===== src/sv/iagg_pkg.sv =====
`default_nettype none

package iagg_pkg;

   typedef logic [7:0]  byte_type;
   typedef logic [15:0] delay_type;

   // operation codes of a request beat
   typedef logic [1:0] op_type;
   localparam op_type OP_RAISE = 2'd0;
   localparam op_type OP_TAKE  = 2'd1;
   localparam op_type OP_SCHED = 2'd2;
   localparam op_type OP_TICK  = 2'd3;

   // event sources; the status bit of a source is 1 << code
   typedef logic [1:0] src_type;
   localparam src_type SRC_MCU   = 2'd0;
   localparam src_type SRC_IR    = 2'd1;
   localparam src_type SRC_ACCEL = 2'd2;
   localparam src_type SRC_ALARM = 2'd3;

   // register indexes of the configuration port
   typedef logic [2:0] reg_index_type;
   localparam reg_index_type REG_SRC_ENABLE = 3'd0;
   localparam reg_index_type REG_PWR_SOURCE = 3'd1;
   localparam reg_index_type REG_IR_MASK    = 3'd2;
   localparam reg_index_type REG_ACCEL_MASK = 3'd3;
   localparam reg_index_type REG_ALARM_MASK = 3'd4;

   localparam byte_type BYTE_ALL_ONES   = 8'hFF;
   localparam byte_type PWR_SOURCE_INIT = 8'h0E;

   typedef struct packed {
      op_type    operation;
      src_type   source;
      byte_type  detail;
      delay_type off_delay;
   } req_beat_type;

endpackage

`default_nettype wire


===== src/sv/iagg_req_if.sv =====
`default_nettype none

interface iagg_req_if;
   import iagg_pkg::*;

   logic      valid;
   logic      ready;
   op_type    operation;
   src_type   source;
   byte_type  detail;
   delay_type off_delay;

   modport source_port (output valid, operation, source, detail, off_delay, input ready);
   modport sink_port   (input valid, operation, source, detail, off_delay, output ready);
endinterface

`default_nettype wire


===== src/sv/iagg_rsp_if.sv =====
`default_nettype none

interface iagg_rsp_if;
   import iagg_pkg::*;

   logic     valid;
   logic     ready;
   byte_type source_status;
   byte_type ir_status;
   byte_type accel_status;
   byte_type alarm_status;
   logic     line_asserted;
   logic     host_powered;

   modport source_port (output valid, source_status, ir_status, accel_status, alarm_status,
                        line_asserted, host_powered, input ready);
   modport sink_port   (input valid, source_status, ir_status, accel_status, alarm_status,
                        line_asserted, host_powered, output ready);
endinterface

`default_nettype wire


===== src/sv/iagg_csr_if.sv =====
`default_nettype none

interface iagg_csr_if;
   import iagg_pkg::*;

   logic          valid;
   logic          ready;
   reg_index_type index;
   byte_type      data;

   modport source_port (output valid, index, data, input ready);
   modport sink_port   (input valid, index, data, output ready);
endinterface

`default_nettype wire


===== src/sv/interrupt_aggregator_power_ctrl.sv =====
// Interrupt aggregator with host power switch.
//
// Channels: req_ch takes one beat per operation (raise, take, schedule off,
// tick); rsp_ch returns exactly one beat for every request beat, in order;
// csr_ch writes the five configuration registers (index 0 to 4, other indexes drop).
// A beat moves on a rising clock edge with valid and ready both high.
//
// Path: a request beat lands in the input register; its result is then
// computed from the latches and loaded into the result register, from
// which the response beat leaves when rsp_ch is ready.
// Throughput: one beat per cycle while rsp_ch is ready, set by the single
// pass of mask, OR and countdown logic between the two registers.
//
// Stall: when rsp_ch is not ready the result register holds; the input
// register, if empty, still takes one more beat, then req_ch.ready drops
// until the result beat leaves.
// Reset (synchronous, active high): latches clear, line released, host off,
// countdown disarmed, masks return to their power-up values.
`default_nettype none

module interrupt_aggregator_power_ctrl (
   input  wire logic        clock,
   input  wire logic        reset,
   iagg_req_if.sink_port    req_ch,
   iagg_rsp_if.source_port  rsp_ch,
   iagg_csr_if.sink_port    csr_ch
);
   import iagg_pkg::*;

   // configuration registers
   byte_type src_enable_ff;
   byte_type pwr_source_ff;
   byte_type ir_mask_ff;
   byte_type accel_mask_ff;
   byte_type alarm_mask_ff;

   // input register
   logic         req_valid_ff;
   req_beat_type req_beat_ff;

   // aggregator state
   byte_type  src_latch_ff,     src_latch_in;
   byte_type  ir_latch_ff,      ir_latch_in;
   byte_type  accel_latch_ff,   accel_latch_in;
   byte_type  alarm_latch_ff,   alarm_latch_in;
   logic      line_on_ff,       line_on_in;
   logic      power_on_ff,      power_on_in;
   logic      off_pending_ff,   off_pending_in;
   delay_type off_remaining_ff, off_remaining_in;

   // result register
   logic     rsp_valid_ff;
   byte_type rsp_src_status_ff,   rsp_src_status_in;
   byte_type rsp_ir_status_ff,    rsp_ir_status_in;
   byte_type rsp_accel_status_ff, rsp_accel_status_in;
   byte_type rsp_alarm_status_ff, rsp_alarm_status_in;

   logic     advance;
   logic     stage_fire;
   byte_type src_bit;
   byte_type masked_detail;
   logic     raise_hit;

   // Advance the pipe whenever the result register is empty or being drained.
   assign advance      = !rsp_valid_ff || rsp_ch.ready;
   assign stage_fire   = req_valid_ff && advance;
   assign req_ch.ready = !req_valid_ff || advance;
   assign csr_ch.ready = 1'b1;

   // ---------------------------------------------------------------------
   // Configuration writes; unknown indexes drop.
   // ---------------------------------------------------------------------
   always_ff @(posedge clock) begin
      if (reset) begin
         src_enable_ff <= BYTE_ALL_ONES;
         pwr_source_ff <= PWR_SOURCE_INIT;
         ir_mask_ff    <= BYTE_ALL_ONES;
         accel_mask_ff <= BYTE_ALL_ONES;
         alarm_mask_ff <= BYTE_ALL_ONES;
      end else if (csr_ch.valid) begin
         unique case (csr_ch.index)
            REG_SRC_ENABLE: src_enable_ff <= csr_ch.data;
            REG_PWR_SOURCE: pwr_source_ff <= csr_ch.data;
            REG_IR_MASK:    ir_mask_ff    <= csr_ch.data;
            REG_ACCEL_MASK: accel_mask_ff <= csr_ch.data;
            REG_ALARM_MASK: alarm_mask_ff <= csr_ch.data;
            default: ;
         endcase
      end
   end

   // ---------------------------------------------------------------------
   // Input register
   // ---------------------------------------------------------------------
   always_ff @(posedge clock) begin
      if (reset) begin
         req_valid_ff <= 1'b0;
      end else if (req_ch.ready) begin
         req_valid_ff <= req_ch.valid;
      end
   end

   always_ff @(posedge clock) begin
      if (req_ch.ready && req_ch.valid) begin
         req_beat_ff <= '{operation: req_ch.operation, source: req_ch.source,
                          detail: req_ch.detail, off_delay: req_ch.off_delay};
      end
   end

   // ---------------------------------------------------------------------
   // Single pass: mask the detail, update latches, power and countdown.
   // ---------------------------------------------------------------------
   assign src_bit = byte_type'(1) << req_beat_ff.source;

   always_comb begin
      unique case (req_beat_ff.source)
         SRC_MCU:   masked_detail = req_beat_ff.detail;
         SRC_IR:    masked_detail = req_beat_ff.detail & ir_mask_ff;
         SRC_ACCEL: masked_detail = req_beat_ff.detail & accel_mask_ff;
         SRC_ALARM: masked_detail = req_beat_ff.detail & alarm_mask_ff;
      endcase
   end

   // the event counts only with surviving detail bits and an enabled source
   assign raise_hit = (masked_detail != '0) && ((src_bit & src_enable_ff) != '0);

   always_comb begin
      src_latch_in        = src_latch_ff;
      ir_latch_in         = ir_latch_ff;
      accel_latch_in      = accel_latch_ff;
      alarm_latch_in      = alarm_latch_ff;
      line_on_in          = line_on_ff;
      power_on_in         = power_on_ff;
      off_pending_in      = off_pending_ff;
      off_remaining_in    = off_remaining_ff;
      rsp_src_status_in   = '0;
      rsp_ir_status_in    = '0;
      rsp_accel_status_in = '0;
      rsp_alarm_status_in = '0;

      unique case (req_beat_ff.operation)
         OP_RAISE: begin
            if (raise_hit) begin
               src_latch_in = src_latch_ff | src_bit;
               line_on_in   = 1'b1;
               if ((src_bit & pwr_source_ff) != '0) begin
                  power_on_in = 1'b1;
               end
               if (req_beat_ff.source == SRC_IR) begin
                  ir_latch_in = ir_latch_ff | masked_detail;
               end
               if (req_beat_ff.source == SRC_ACCEL) begin
                  accel_latch_in = accel_latch_ff | masked_detail;
               end
               if (req_beat_ff.source == SRC_ALARM) begin
                  alarm_latch_in = alarm_latch_ff | masked_detail;
               end
            end
         end
         OP_TAKE: begin
            // report the latches as they stood, then clear and release the line
            rsp_src_status_in   = src_latch_ff;
            rsp_ir_status_in    = ir_latch_ff;
            rsp_accel_status_in = accel_latch_ff;
            rsp_alarm_status_in = alarm_latch_ff;
            src_latch_in        = '0;
            ir_latch_in         = '0;
            accel_latch_in      = '0;
            alarm_latch_in      = '0;
            line_on_in          = 1'b0;
         end
         OP_SCHED: begin
            // overwrite any armed countdown
            off_remaining_in = req_beat_ff.off_delay;
            off_pending_in   = 1'b1;
         end
         OP_TICK: begin
            if (off_pending_ff) begin
               if (off_remaining_ff[15:1] == '0) begin
                  off_remaining_in = '0;
                  off_pending_in   = 1'b0;
                  power_on_in      = 1'b0;
               end else begin
                  off_remaining_in = off_remaining_ff - delay_type'(1);
               end
            end
         end
      endcase
   end

   always_ff @(posedge clock) begin
      if (reset) begin
         src_latch_ff     <= '0;
         ir_latch_ff      <= '0;
         accel_latch_ff   <= '0;
         alarm_latch_ff   <= '0;
         line_on_ff       <= 1'b0;
         power_on_ff      <= 1'b0;
         off_pending_ff   <= 1'b0;
         off_remaining_ff <= '0;
      end else if (stage_fire) begin
         src_latch_ff     <= src_latch_in;
         ir_latch_ff      <= ir_latch_in;
         accel_latch_ff   <= accel_latch_in;
         alarm_latch_ff   <= alarm_latch_in;
         line_on_ff       <= line_on_in;
         power_on_ff      <= power_on_in;
         off_pending_ff   <= off_pending_in;
         off_remaining_ff <= off_remaining_in;
      end
   end

   // ---------------------------------------------------------------------
   // Result register
   // ---------------------------------------------------------------------
   always_ff @(posedge clock) begin
      if (reset) begin
         rsp_valid_ff <= 1'b0;
      end else if (advance) begin
         rsp_valid_ff <= req_valid_ff;
      end
   end

   always_ff @(posedge clock) begin
      if (stage_fire) begin
         rsp_src_status_ff   <= rsp_src_status_in;
         rsp_ir_status_ff    <= rsp_ir_status_in;
         rsp_accel_status_ff <= rsp_accel_status_in;
         rsp_alarm_status_ff <= rsp_alarm_status_in;
      end
   end

   assign rsp_ch.valid         = rsp_valid_ff;
   assign rsp_ch.source_status = rsp_src_status_ff;
   assign rsp_ch.ir_status     = rsp_ir_status_ff;
   assign rsp_ch.accel_status  = rsp_accel_status_ff;
   assign rsp_ch.alarm_status  = rsp_alarm_status_ff;
   // line and power after the item are exactly the state the item left
   assign rsp_ch.line_asserted = line_on_ff;
   assign rsp_ch.host_powered  = power_on_ff;

   // ---------------------------------------------------------------------
   // Assertions
   // ---------------------------------------------------------------------
   // the line is up exactly while some source bit is latched
   a_line_tracks_latch: assert property (@(posedge clock) disable iff (reset)
      line_on_ff |-> (src_latch_ff != '0))
      else $error("line asserted with empty source latch");

   a_latch_drives_line: assert property (@(posedge clock) disable iff (reset)
      (src_latch_ff != '0) |-> line_on_ff)
      else $error("source latched but line released");

   // a take leaves the IR, accel and alarm latches clear and the line released
   a_take_clears: assert property (@(posedge clock) disable iff (reset)
      (stage_fire && (req_beat_ff.operation == OP_TAKE)) |=>
         (!rsp_ch.line_asserted && (ir_latch_ff == '0) && (accel_latch_ff == '0)
          && (alarm_latch_ff == '0)))
      else $error("take did not clear the latches");

   // the countdown only ends by switching the host off
   a_countdown_powers_off: assert property (@(posedge clock) disable iff (reset)
      $fell(off_pending_ff) |-> !power_on_ff)
      else $error("countdown expired with host still powered");

endmodule

`default_nettype wire

===== src/flat_wrapper.sv =====
// flat-port wrapper written by rule: the top's interface ports become plain ports
module interrupt_aggregator_power_ctrl_flat import iagg_pkg::*;
  (clock, reset, req_ch_valid, req_ch_operation, req_ch_source, req_ch_detail, req_ch_off_delay, req_ch_ready, rsp_ch_valid, rsp_ch_source_status, rsp_ch_ir_status, rsp_ch_accel_status, rsp_ch_alarm_status, rsp_ch_line_asserted, rsp_ch_host_powered, rsp_ch_ready, csr_ch_valid, csr_ch_index, csr_ch_data, csr_ch_ready);
  iagg_req_if req_ch_i ();
  iagg_rsp_if rsp_ch_i ();
  iagg_csr_if csr_ch_i ();
  input  wire logic clock;
  input  wire logic reset;
  input wire logic [$bits(req_ch_i.valid)-1:0] req_ch_valid;
  input wire logic [$bits(req_ch_i.operation)-1:0] req_ch_operation;
  input wire logic [$bits(req_ch_i.source)-1:0] req_ch_source;
  input wire logic [$bits(req_ch_i.detail)-1:0] req_ch_detail;
  input wire logic [$bits(req_ch_i.off_delay)-1:0] req_ch_off_delay;
  output wire logic [$bits(req_ch_i.ready)-1:0] req_ch_ready;
  output wire logic [$bits(rsp_ch_i.valid)-1:0] rsp_ch_valid;
  output wire logic [$bits(rsp_ch_i.source_status)-1:0] rsp_ch_source_status;
  output wire logic [$bits(rsp_ch_i.ir_status)-1:0] rsp_ch_ir_status;
  output wire logic [$bits(rsp_ch_i.accel_status)-1:0] rsp_ch_accel_status;
  output wire logic [$bits(rsp_ch_i.alarm_status)-1:0] rsp_ch_alarm_status;
  output wire logic [$bits(rsp_ch_i.line_asserted)-1:0] rsp_ch_line_asserted;
  output wire logic [$bits(rsp_ch_i.host_powered)-1:0] rsp_ch_host_powered;
  input wire logic [$bits(rsp_ch_i.ready)-1:0] rsp_ch_ready;
  input wire logic [$bits(csr_ch_i.valid)-1:0] csr_ch_valid;
  input wire logic [$bits(csr_ch_i.index)-1:0] csr_ch_index;
  input wire logic [$bits(csr_ch_i.data)-1:0] csr_ch_data;
  output wire logic [$bits(csr_ch_i.ready)-1:0] csr_ch_ready;
  assign req_ch_i.valid = req_ch_valid;
  assign req_ch_i.operation = req_ch_operation;
  assign req_ch_i.source = req_ch_source;
  assign req_ch_i.detail = req_ch_detail;
  assign req_ch_i.off_delay = req_ch_off_delay;
  assign req_ch_ready = req_ch_i.ready;
  assign rsp_ch_valid = rsp_ch_i.valid;
  assign rsp_ch_source_status = rsp_ch_i.source_status;
  assign rsp_ch_ir_status = rsp_ch_i.ir_status;
  assign rsp_ch_accel_status = rsp_ch_i.accel_status;
  assign rsp_ch_alarm_status = rsp_ch_i.alarm_status;
  assign rsp_ch_line_asserted = rsp_ch_i.line_asserted;
  assign rsp_ch_host_powered = rsp_ch_i.host_powered;
  assign rsp_ch_i.ready = rsp_ch_ready;
  assign csr_ch_i.valid = csr_ch_valid;
  assign csr_ch_i.index = csr_ch_index;
  assign csr_ch_i.data = csr_ch_data;
  assign csr_ch_ready = csr_ch_i.ready;
  interrupt_aggregator_power_ctrl u_core (.clock(clock), .reset(reset), .req_ch(req_ch_i), .rsp_ch(rsp_ch_i), .csr_ch(csr_ch_i));
endmodule

===== config.mk =====
export PLATFORM = sky130hd
export DESIGN_NAME = interrupt_aggregator_power_ctrl_flat
export DESIGN_NICKNAME = d
export VERILOG_FILES = /design/src/sv/iagg_pkg.sv /design/src/sv/iagg_req_if.sv /design/src/sv/iagg_rsp_if.sv /design/src/sv/iagg_csr_if.sv /design/src/sv/interrupt_aggregator_power_ctrl.sv /design/src/flat_wrapper.sv
export SDC_FILE = /design/constraint.sdc
export NUM_CORES = 1
export LEC_CHECK = 0
export BUFFER_PORTS_ARGS = -buffer_cell sky130_fd_sc_hd__buf_4
export CAP_MARGIN = 20
export CORE_MARGIN = 5
export CORE_UTILIZATION = 35
export CTS_BUF_LIST = sky130_fd_sc_hd__clkbuf_4
export CTS_CLUSTER_SIZE = 8
export DETAILED_ROUTE_END_ITERATION = 6
export GPL_TIMING_DRIVEN = 0
export PLACE_DENSITY_LB_ADDON = 0.12
export REMOVE_ABC_BUFFERS = 1
export SYNTH_ARGS = -nofsm -noshare
export SYNTH_HDL_FRONTEND = slang
export SYNTH_SLANG_ARGS = --single-unit

===== constraint.sdc =====
create_clock -name clock -period 5.8 [get_ports clock]
set_input_delay 0 -clock clock [delete_from_list [all_inputs] [get_ports clock]]
set_output_delay 0 -clock clock [all_outputs]
set_load 0.005 [all_outputs]

==> After elaboration in Yosys (flattened, before gate mapping) <==
Index checks and enable logic that the tools add are counted.
{ "totals": {"ram_bits": 0, "latchBits": 0, "reg_bits": 153, "input_bits": 44, "word_cells": 105, "out_inout_bits": 37, "n_memories": 0, "rom_bits": 0} }
{ "classes": {"div": 0, "bitwise": 9, "n_eq_ne": 17, "addsub": 1, "shift": 1, "reduce_logical": 29, "n_mul": 0, "n_mux": 25, "magnitude_cmp": 0} }
{ "ops": {"columns": ["operator", "count"], "rows": [
  ["$pmux W8 S2", 4],
  ["$mux W8", 7],
  ["$and A8 B8 Y8", 5],
  ["$mux W16", 2],
  ["$or A8 B8 Y8", 4],
  ["$pmux W16 S2", 1],
  ["$pmux W8 S4", 1],
  ["$reduce_bool A8 Y1", 3],
  ["$sub A16 B1 Y16 const B", 1],
  ["$logic_not A15 Y1", 1],
  ["$ne A2 B1 Y1 const B", 7],
  ["$reduce_and A2 Y1", 6],
  ["$reduce_and A4 Y1", 3],
  ["$eq A2 B2 Y1 const B", 4],
  ["$shl A1 B2 Y8 const A", 1],
  ["$mux W1", 7],
  ["$eq A3 B2 Y1 const B", 2],
  ["$pmux W1 S2", 3],
  ["$reduce_and A3 Y1", 2],
  ["$reduce_and A6 Y1", 1],
  ["$reduce_bool A2 Y1", 3],
  ["$eq A2 B1 Y1 const B", 2],
  ["$logic_not A2 Y1", 2],
  ["$eq A3 B1 Y1 const B", 1],
  ["other kinds (5)", 9]
]} }

==> Depth between registers and ports, before layout <==
Gate-level depths: netlist of the first run.
{ "depth": {"ltp_word": 6, "depth_mapped": 7, "depth_no_buf": 7} }

==> Least setup slack after synthesis of the first run <==
OpenSTA, ideal clock, no wires.
{ "synth_timing": {"path_type": "register to register", "from": "register u_core.off_remaining_ff[5]", "to": "register u_core.off_pending_ff", "path_buffers": 2, "arrival_ps": 1969, "required_ps": 5672, "synth_period_minus_slack_ps": 2097, "setup_time_ps": 128, "path_slack_ps": 3703, "path_stages_with_launch": 8, "path_cell_list": "dfxtp_1 > or4_1 > buf_2 > nor4_4 > buf_6 > nand3_1 > a21oi_1 > nor2_1"} }
{ "synth_via": {"elab_chain_len": 4} }
{ "synth_lines": {"columns": ["item", "line_no", "rtl"], "rows": [
  ["start, declared", "interrupt_aggregator_power_ctrl.sv:49", "delay_type off_remaining_ff, off_remaining_in;"],
  ["start signal, assigned", "interrupt_aggregator_power_ctrl.sv:209", "off_remaining_ff <= off_remaining_in;"],
  ["$logic_not A15 Y1", "interrupt_aggregator_power_ctrl.sv:179", "if (off_remaining_ff[15:1] == '0) begin"],
  ["$mux W1", "interrupt_aggregator_power_ctrl.sv:179", null],
  ["$mux W1", "interrupt_aggregator_power_ctrl.sv:178", "if (off_pending_ff) begin"],
  ["$pmux W1 S2", "interrupt_aggregator_power_ctrl.sv:141", "unique case (req_beat_ff.operation)"],
  ["end signal, assigned", "interrupt_aggregator_power_ctrl.sv:208", "off_pending_ff <= off_pending_in;"],
  ["end, declared", "interrupt_aggregator_power_ctrl.sv:48", "logic off_pending_ff, off_pending_in;"]
]} }
Every way passes these cells.
A chain may end at the register's enable or synchronous reset.

==> Worst setup path after layout of the first run <==
{ "layout_timing": {"from": "register u_core.req_beat_ff[24] (netlist bit)", "to": "register u_core.src_latch_ff[1]"} }
{ "layout_via": {"elab_chain_len": 6, "word_cells_on_any_way": 15, "cone_classes": "eq/ne: 4; shift: 1; mux: 3; bitwise: 2; reduce/logical: 5"} }
{ "layout_lines": {"columns": ["item", "line_no", "rtl"], "rows": [
  ["start, declared", "interrupt_aggregator_power_ctrl.sv:39", "req_beat_type req_beat_ff;"],
  ["start signal, assigned", "interrupt_aggregator_power_ctrl.sv:105", "req_beat_ff <= '{operation: req_ch.operation, source: req_ch.source,"],
  ["$eq A2 B2 Y1, or another cell as far along", "interrupt_aggregator_power_ctrl.sv:116", "unique case (req_beat_ff.source)"],
  ["$pmux W8 S4 or $and A8 B8 Y8 (tied branches)", "interrupt_aggregator_power_ctrl.sv:116, interrupt_aggregator_power_ctrl.sv:125", null],
  ["$reduce_bool A8 Y1", "interrupt_aggregator_power_ctrl.sv:125", "assign raise_hit = (masked_detail != '0) && ((src_bit & src_enable_ff) != '0);"],
  ["$logic_and A1 B1 Y1", "interrupt_aggregator_power_ctrl.sv:125", null],
  ["$ne A2 B1 Y1 (no line)", null, null],
  ["$reduce_and A3 Y1 (no line)", null, null],
  ["end signal, assigned", "interrupt_aggregator_power_ctrl.sv:202", "src_latch_ff <= src_latch_in;"],
  ["end, declared", "interrupt_aggregator_power_ctrl.sv:42", "byte_type src_latch_ff, src_latch_in;"]
]} }
Parallel ways exist; a longest one is shown, timed or not. The select of a mux whose other input is x is not followed.

==> results of run 1 <==
## layer usage
metal  part of all wire  GRT usage  wire length, um
met1               0.47      0.196             6140
met2               0.45      0.226             5830
met3              0.059     0.0403              760
met4              0.018     0.0566              228
met5                  0          0                0
## flip-flops by register name, summed over array words and instances, names as in the netlist
signal                       cells
u_core.ir_mask_ff                8
u_core.rsp_ch.host_powered       1
u_core.src_latch_ff              4
u_core.rsp_ch.ir_status          8
u_core.alarm_latch_ff            8
u_core.off_remaining_ff         16
u_core.rsp_ch.line_asserted      1
u_core.rsp_ch.accel_status       8
u_core.req_beat_ff              28
u_core.alarm_mask_ff             8
u_core.ir_latch_ff               8
u_core.off_pending_ff            1
u_core.accel_mask_ff             8
u_core.rsp_ch.valid              1
u_core.rsp_ch.alarm_status       8
u_core.rsp_ch.source_status      4
u_core.accel_latch_ff            8
u_core.src_enable_ff             4
u_core.req_valid_ff              1
u_core.pwr_source_ff             4
## cells in the final DEF, fill, tap and decap left out, types with 5 or more instances in the layout
master	instances
dlygate4sd3_1	46
a211oi_1	7
a221oi_1	9
a22o_1	18
clkbuf_4	17
and2_1	30
and3_1	6
nor2_1	36
mux2i_1	9
nor3_1	17
inv_1	24
a21oi_1	23
nand2_1	42
o21ai_0	13
edfxtp_1	56
conb_1	5
nor4_1	8
dfxtp_1	81
a32oi_1	5
a211o_1	15
nor2b_1	11
buf_4	75
nand3b_1	17
nand3_1	7
## power groups by stage
stage / Combinational [mW] / Sequential [mW] / Clock, mW
final: 0.200 / 1.06 / 0.680
after global routing: 0.222 / 1.06 / 0.748
after CTS: 0.202 / 1.06 / 0.704
after detailed placement: 0.177 / 1.08 / 0
after global placement: 0.168 / 1.08 / 0
after floorplan: 0.0950 / 1.08 / 0
## layout make-up
| class | count | area [um2] |
|---|---|---|
| clock buffer | 17 | 128 |
| antenna | 1 | 2.50 |
| fill | 1530 | 8650 |
| multi-input combinational | 324 | 2050 |
| inverter | 24 | 90.1 |
| clock inverter | 15 | 183 |
| sequential | 137 | 3300 |
| timing repair buffer | 124 | 1090 |
| tap | 216 | 270 |
## repair_timing
action | CTS | global route
hold buffers | 46 | 0
endpoints found under the hold margin | 75 | 0
setup endpoints to repair | 0 | 0
## per-stage QoR
step	hold slack (ns)	total power, mW	util	setup slack [ns]
after CTS	0.0234	1.97	0.450	2.27
after floorplan	0.0691	1.17	-	3.32
after global routing	0.0461	2.03	0.451	2.08
after detailed placement	0.179	1.26	0.402	2.30
after global placement	0.178	1.25	0.397	2.32
final	0.0810	1.94	0.451	2.35
## critical path, cell delays in order, from the launching register on
cell,delay (ns)
edfxtp_1,0.84
nor2b_1,0.75
a221oi_1,0.40
nor4_1,0.66
a21boi_0,0.36
a32o_1,0.33
## cells by family (layout without fill, tap and decap cells)
kind of cell / after synthesis / after routing / share of synthesized area
mux: 11 / 11 / 0.0242
compound gates: 115 / 115 / 0.151
xor+xnor: 1 / 1 / 0.00157
buf+inv: 58 / 180 / 0.0470
simple gates: 191 / 191 / 0.182
flops: 137 / 137 / 0.591
fa+ha+maj: 1 / 1 / 0.00224
other cells: 2 / 6 / 0.00134
## path summary, 6_finish.rpt
| kind | slack, ns | endpoint | depth (start not counted) | from |
|---|---|---|---|---|
| setup reg to reg | 2.35 | u_core.src_latch_ff[1] | 5 | u_core.req_beat_ff[24] |
| hold / removal | 0.08 | u_core.alarm_mask_ff[4] | 4 | csr_ch_valid |
| setup / recovery | 2.35 | u_core.src_latch_ff[1] | 5 | u_core.req_beat_ff[24] |
| hold reg to reg | 0.47 | u_core.src_latch_ff[2] | 1 | u_core.src_latch_ff[2] |
==> impl_metrics.ini, run 1 <==
[run_status]
status = complete, no violations

[floorplan]
core-area_mm2 = 0.0158
initial_core_util = 0.355
dieArea_mm2 = 0.0186
dieWidth_um = 136
ios = 81
num_rows = 46
die_h_um = 136

[yosys]
synthCells = 516
synth_area_leaders = edfxtp_1 (30%), dfxtp_1 (29%), and2_1 (3.4%)
synth_flop_cell = dfxtp_1
synth_top_area_cell = edfxtp_1
avgSynthCellArea_um2 = 10.8
synth.top_cell.area_share = 0.301
synth.ff_latch_count = 137
post-synth-top-count-cell = dfxtp_1
synth-async-reset-ratio = 0
ys.warnings.count = 0
yosysSeqAreaShare = 0.591
synth-edff-count = 56
synth.distinct_cells = 50
syn_area_mm2 = 0.00559
yosys-top-cells-count = dfxtp_1 (81), edfxtp_1 (56), nand2_1 (42)

[power_and_ir_drop]
p_switching_mw = 0.472
p_leak_nw = 2.83
power.density_mw_per_mm2 = 272
p_clk_frac = 0.351
p_seq_frac = 0.546
intPower_mw = 1.47
ir_drop_uv = 121
p_sw_frac = 0.243
p_comb_frac = 0.103

[clocking]
post_cts_buffers = 0
cts.sinks = 137
clk_pin_slew_worst_paths_ns = 0.12
cts_buffers = 17
clock_path_buffers = 2
cts_tree = done
cts_max_level = 4
cts-root-buf = clkbuf_4
ctsResizeCount = 0
insertion_delay_ns = 0.53

[critical_path]
start_kind = register
worstSetupPathType = register to register
critPathCaptureType = register
cp.required_ns = 6.23
worstPathArrival_ns = 3.88
crit_path_max_fanout = 15

[sta]
rsz0062_at_grt = false
setup_viol = 0
max_slew_margin = 0.293
tns_ns = 0
fmax_mhz = 290
fin_crit_ns = 3.45
skew_ns = 0.0154
fin_crit_sh = 0.595
worst_pin_slew_ns = 1.05
hold_viol = 0
slew_violations = 0

[detailed_routing]
drc = 0
firstDrtPassIters = 4
drt_iter0_drc = 239
via_count = 4236
viasPerCell = 4.94
wire_per_inst_um = 15.1
wirelength_mm = 13.0
drtAntennaViolNets = 0

[placed_design]
gp_congestion = 0.761
place_inst = 778
place_hpwl_mm = 8.75
port_buffers = 75
place_area_mm2 = 0.00633

[job]
maxCapViolations = 0

[global_route]
antenna_found_initial = 0
grt.total_usage = 0.147
grt_pass1_wl_mm = 21.1
first_global_vias = 4097
grt_overflow = 0
grt_max_degree = 56

[cells_and_area]
nets = 673
area_growth_pct = 27.2
drive_gt1_frac = 0.186
layoutNonFillerInstCount = 858
fin_area_mm2 = 0.00712

[min_path]
hold_path.class = input pin to register
No activity file was read; power rests on OpenSTA's default activity.
==> run 2, diff against run 1 <==
clock period = 3.1 ns   (was 5.8 ns; I/O delays follow)
==> run 2 against run 1 <==
Against the previous run:
- total power rose by 88%
- largest power group unchanged
- critical path type unchanged
- hold slack gained 0.0043 ns
- first-iteration DRC count fell by 1.7%
- setup slack worse by 2.2 ns
- highest routed layer unchanged
- largest cell class unchanged
- global-route usage grew 0.071 points
==> impl_metrics.ini, run 2 (synthesis gave the netlist of run 1 again) <==
[cells_and_area]
fillers = 1531
antennaDiodeCount = 0
largest-register = u_core.req_beat_ff
final_common_cell = dfxtp_1
drive_gt1_frac = 0.198
final_cell_mix = dfxtp_1 (81), buf_4 (79), edfxtp_1 (56)
nets = 678
reg.largest.list = u_core.req_beat_ff (28), u_core.off_remaining_ff (16)
layoutNonFillerInstCount = 862
largest_register_ffs = 28
multi_input_area_mm2 = 0.00208
area_growth_pct = 28.6
register_area_mm2 = 0.00330

[global_route]
grt_use_met2 = 0.225
grt_pass1_wl_mm = 21.3
met3_usage = 0.0403
grt-busiest-layer = met2
met1_usage = 0.200
grt_max_degree = 56
grt.total_usage = 0.147
first_global_vias = 4097
grt_overflow = 0
antenna_found_initial = 0

[critical_path]
r2r_slack_ns = 0.17
worstPathArrival_ns = 3.30
start_kind = register
crit_path_max_fanout = 19
critPathCaptureType = register
reg2reg_from = u_core.off_remaining_ff[5]
cp.required_ns = 3.48
worstSetupPathType = register to register
crit_start = u_core.off_remaining_ff[5]

[sta]
setup_viol = 0
worst_pin_slew_ns = 1.06
hold_viol = 0
slew_violations = 0
fin_crit_sh = 0.944
fin_crit_ns = 2.93
skew_ns = 0.0157
max_slew_margin = 0.290
rsz0062_at_grt = false
layout_setup_ws_ns = 0.172
fmax_mhz = 342

[detailed_routing]
drt_iter0_drc = 235
drc = 0
drtAntennaViolNets = 0
firstDrtPassIters = 4
wire_per_inst_um = 15.2
via_count = 4288
wirelength_mm = 13.1
viasPerCell = 4.97

[clocking]
cts-root-buf = clkbuf_4
cts.sinks = 137
cts_buffers = 17
insertion_delay_ns = 0.53
cts_tree = done
clock_path_buffers = 2
clk_pin_slew_worst_paths_ns = 0.12
cts_max_level = 4

[min_path]
min_from = csr_ch_valid
hold_path.class = input pin to register

[job]
maxCapViolations = 0

[placed_design]
port_buffers = 75
preCtsSetupSlack_ns = -0.405
gp_congestion = 0.761
place_hpwl_mm = 8.75
place_inst = 778

[power_and_ir_drop]
p_comb_frac = 0.108
p_seq_frac = 0.543
p_switching_mw = 0.885
ir_drop_uv = 226
power_mw = 3.64
intPower_mw = 2.75
p_sw_frac = 0.243
p_leak_nw = 2.87
p_clk_frac = 0.349
power.density_mw_per_mm2 = 506

[run_status]
status = complete, no violations

[floorplan]
dieWidth_um = 136
core-area_mm2 = 0.0158
ios = 81
num_rows = 46
initial_core_util = 0.355
dieArea_mm2 = 0.0186
die_h_um = 136
## run 2: cell count changes in the layout (fill, tap and decap cells not counted)
| cell | change |
|---|---|
| buf_4 | +4 |
| a221oi_1 | -3 |
| buf_12 | +1 |
| a221oi_2 | +3 |
| nor2b_4 | +1 |
| nor2b_1 | -1 |
| diode_2 | -1 |
## run 2: repair_timing
| item | in CTS | in global routing |
|---|---|---|
| hold buffers | 46 | 0 |
| pin swaps | 1 | 0 |
| resized for setup | 5 | 0 |
| endpoints found under the hold margin | 75 | 0 |
| buffers inserted | 3 | 2 |
| setup endpoints to repair | 22 | 11 |
## run 2: worst max-delay path, cell delays in order (launching register included)
cell and delay, ns:
dfxtp_1 0.38, or4_1 0.71, nor4_4 0.98, nor2_2 0.28, a221oi_1 0.32, a211oi_1 0.09
## run 2: path summary, 6_finish.rpt
check,to,cells after the start
worst min register to register,u_core.src_latch_ff[2],1
worst min-delay path,u_core.alarm_mask_ff[4],4
worst max register to register,u_core.off_remaining_ff[0],5
worst max-delay path,u_core.off_remaining_ff[0],5
## run 2: layout make-up
type / instances / share of cell area
Sequential cell: 137 / 0.459
Multi-Input combinational cell: 324 / 0.289
Timing Repair Buffer: 129 / 0.159
Tap cell: 216 / 0.0376
Clock inverter: 15 / 0.0254
Clock buffer: 17 / 0.0177
Inverter: 24 / 0.0125
## run 2: per-layer routing
metal / part of all wire / vias up / routed length, um
met3: 0.050 / 10 / 654
met1: 0.48 / 2054 / 6300
met5: 0 / - / 0
li1: - / 2108 / -
met4: 0.0089 / 0 / 117
met2: 0.46 / 116 / 6030
## run 2: power groups by stage
stage	sequential (mW)	clock [mW]	combinational, mW
floorplan	2.01	0	0.178
global placement	2.02	0	0.315
detailed placement	2.02	0	0.331
CTS	1.98	1.32	0.387
global route	1.98	1.40	0.433
finish	1.97	1.27	0.392
## run 2: metrics by stage
| stage | TNS (ns) | cell area (um2) | utilization | hold WS (ns) |
|---|---|---|---|---|
| 2_1_floorplan | 0 | 5430 | - | 0.0691 |
| 3_3_place_gp | -6.70 | 6260 | 0.397 | 0.178 |
| 3_5_place_dp | -7.15 | 6330 | 0.402 | 0.179 |
| 4_1_cts | 0 | 7150 | 0.454 | 0.0234 |
| 5_1_grt | 0 | 7190 | 0.456 | 0.0461 |
| 6_report | 0 | 7190 | 0.456 | 0.0853 |
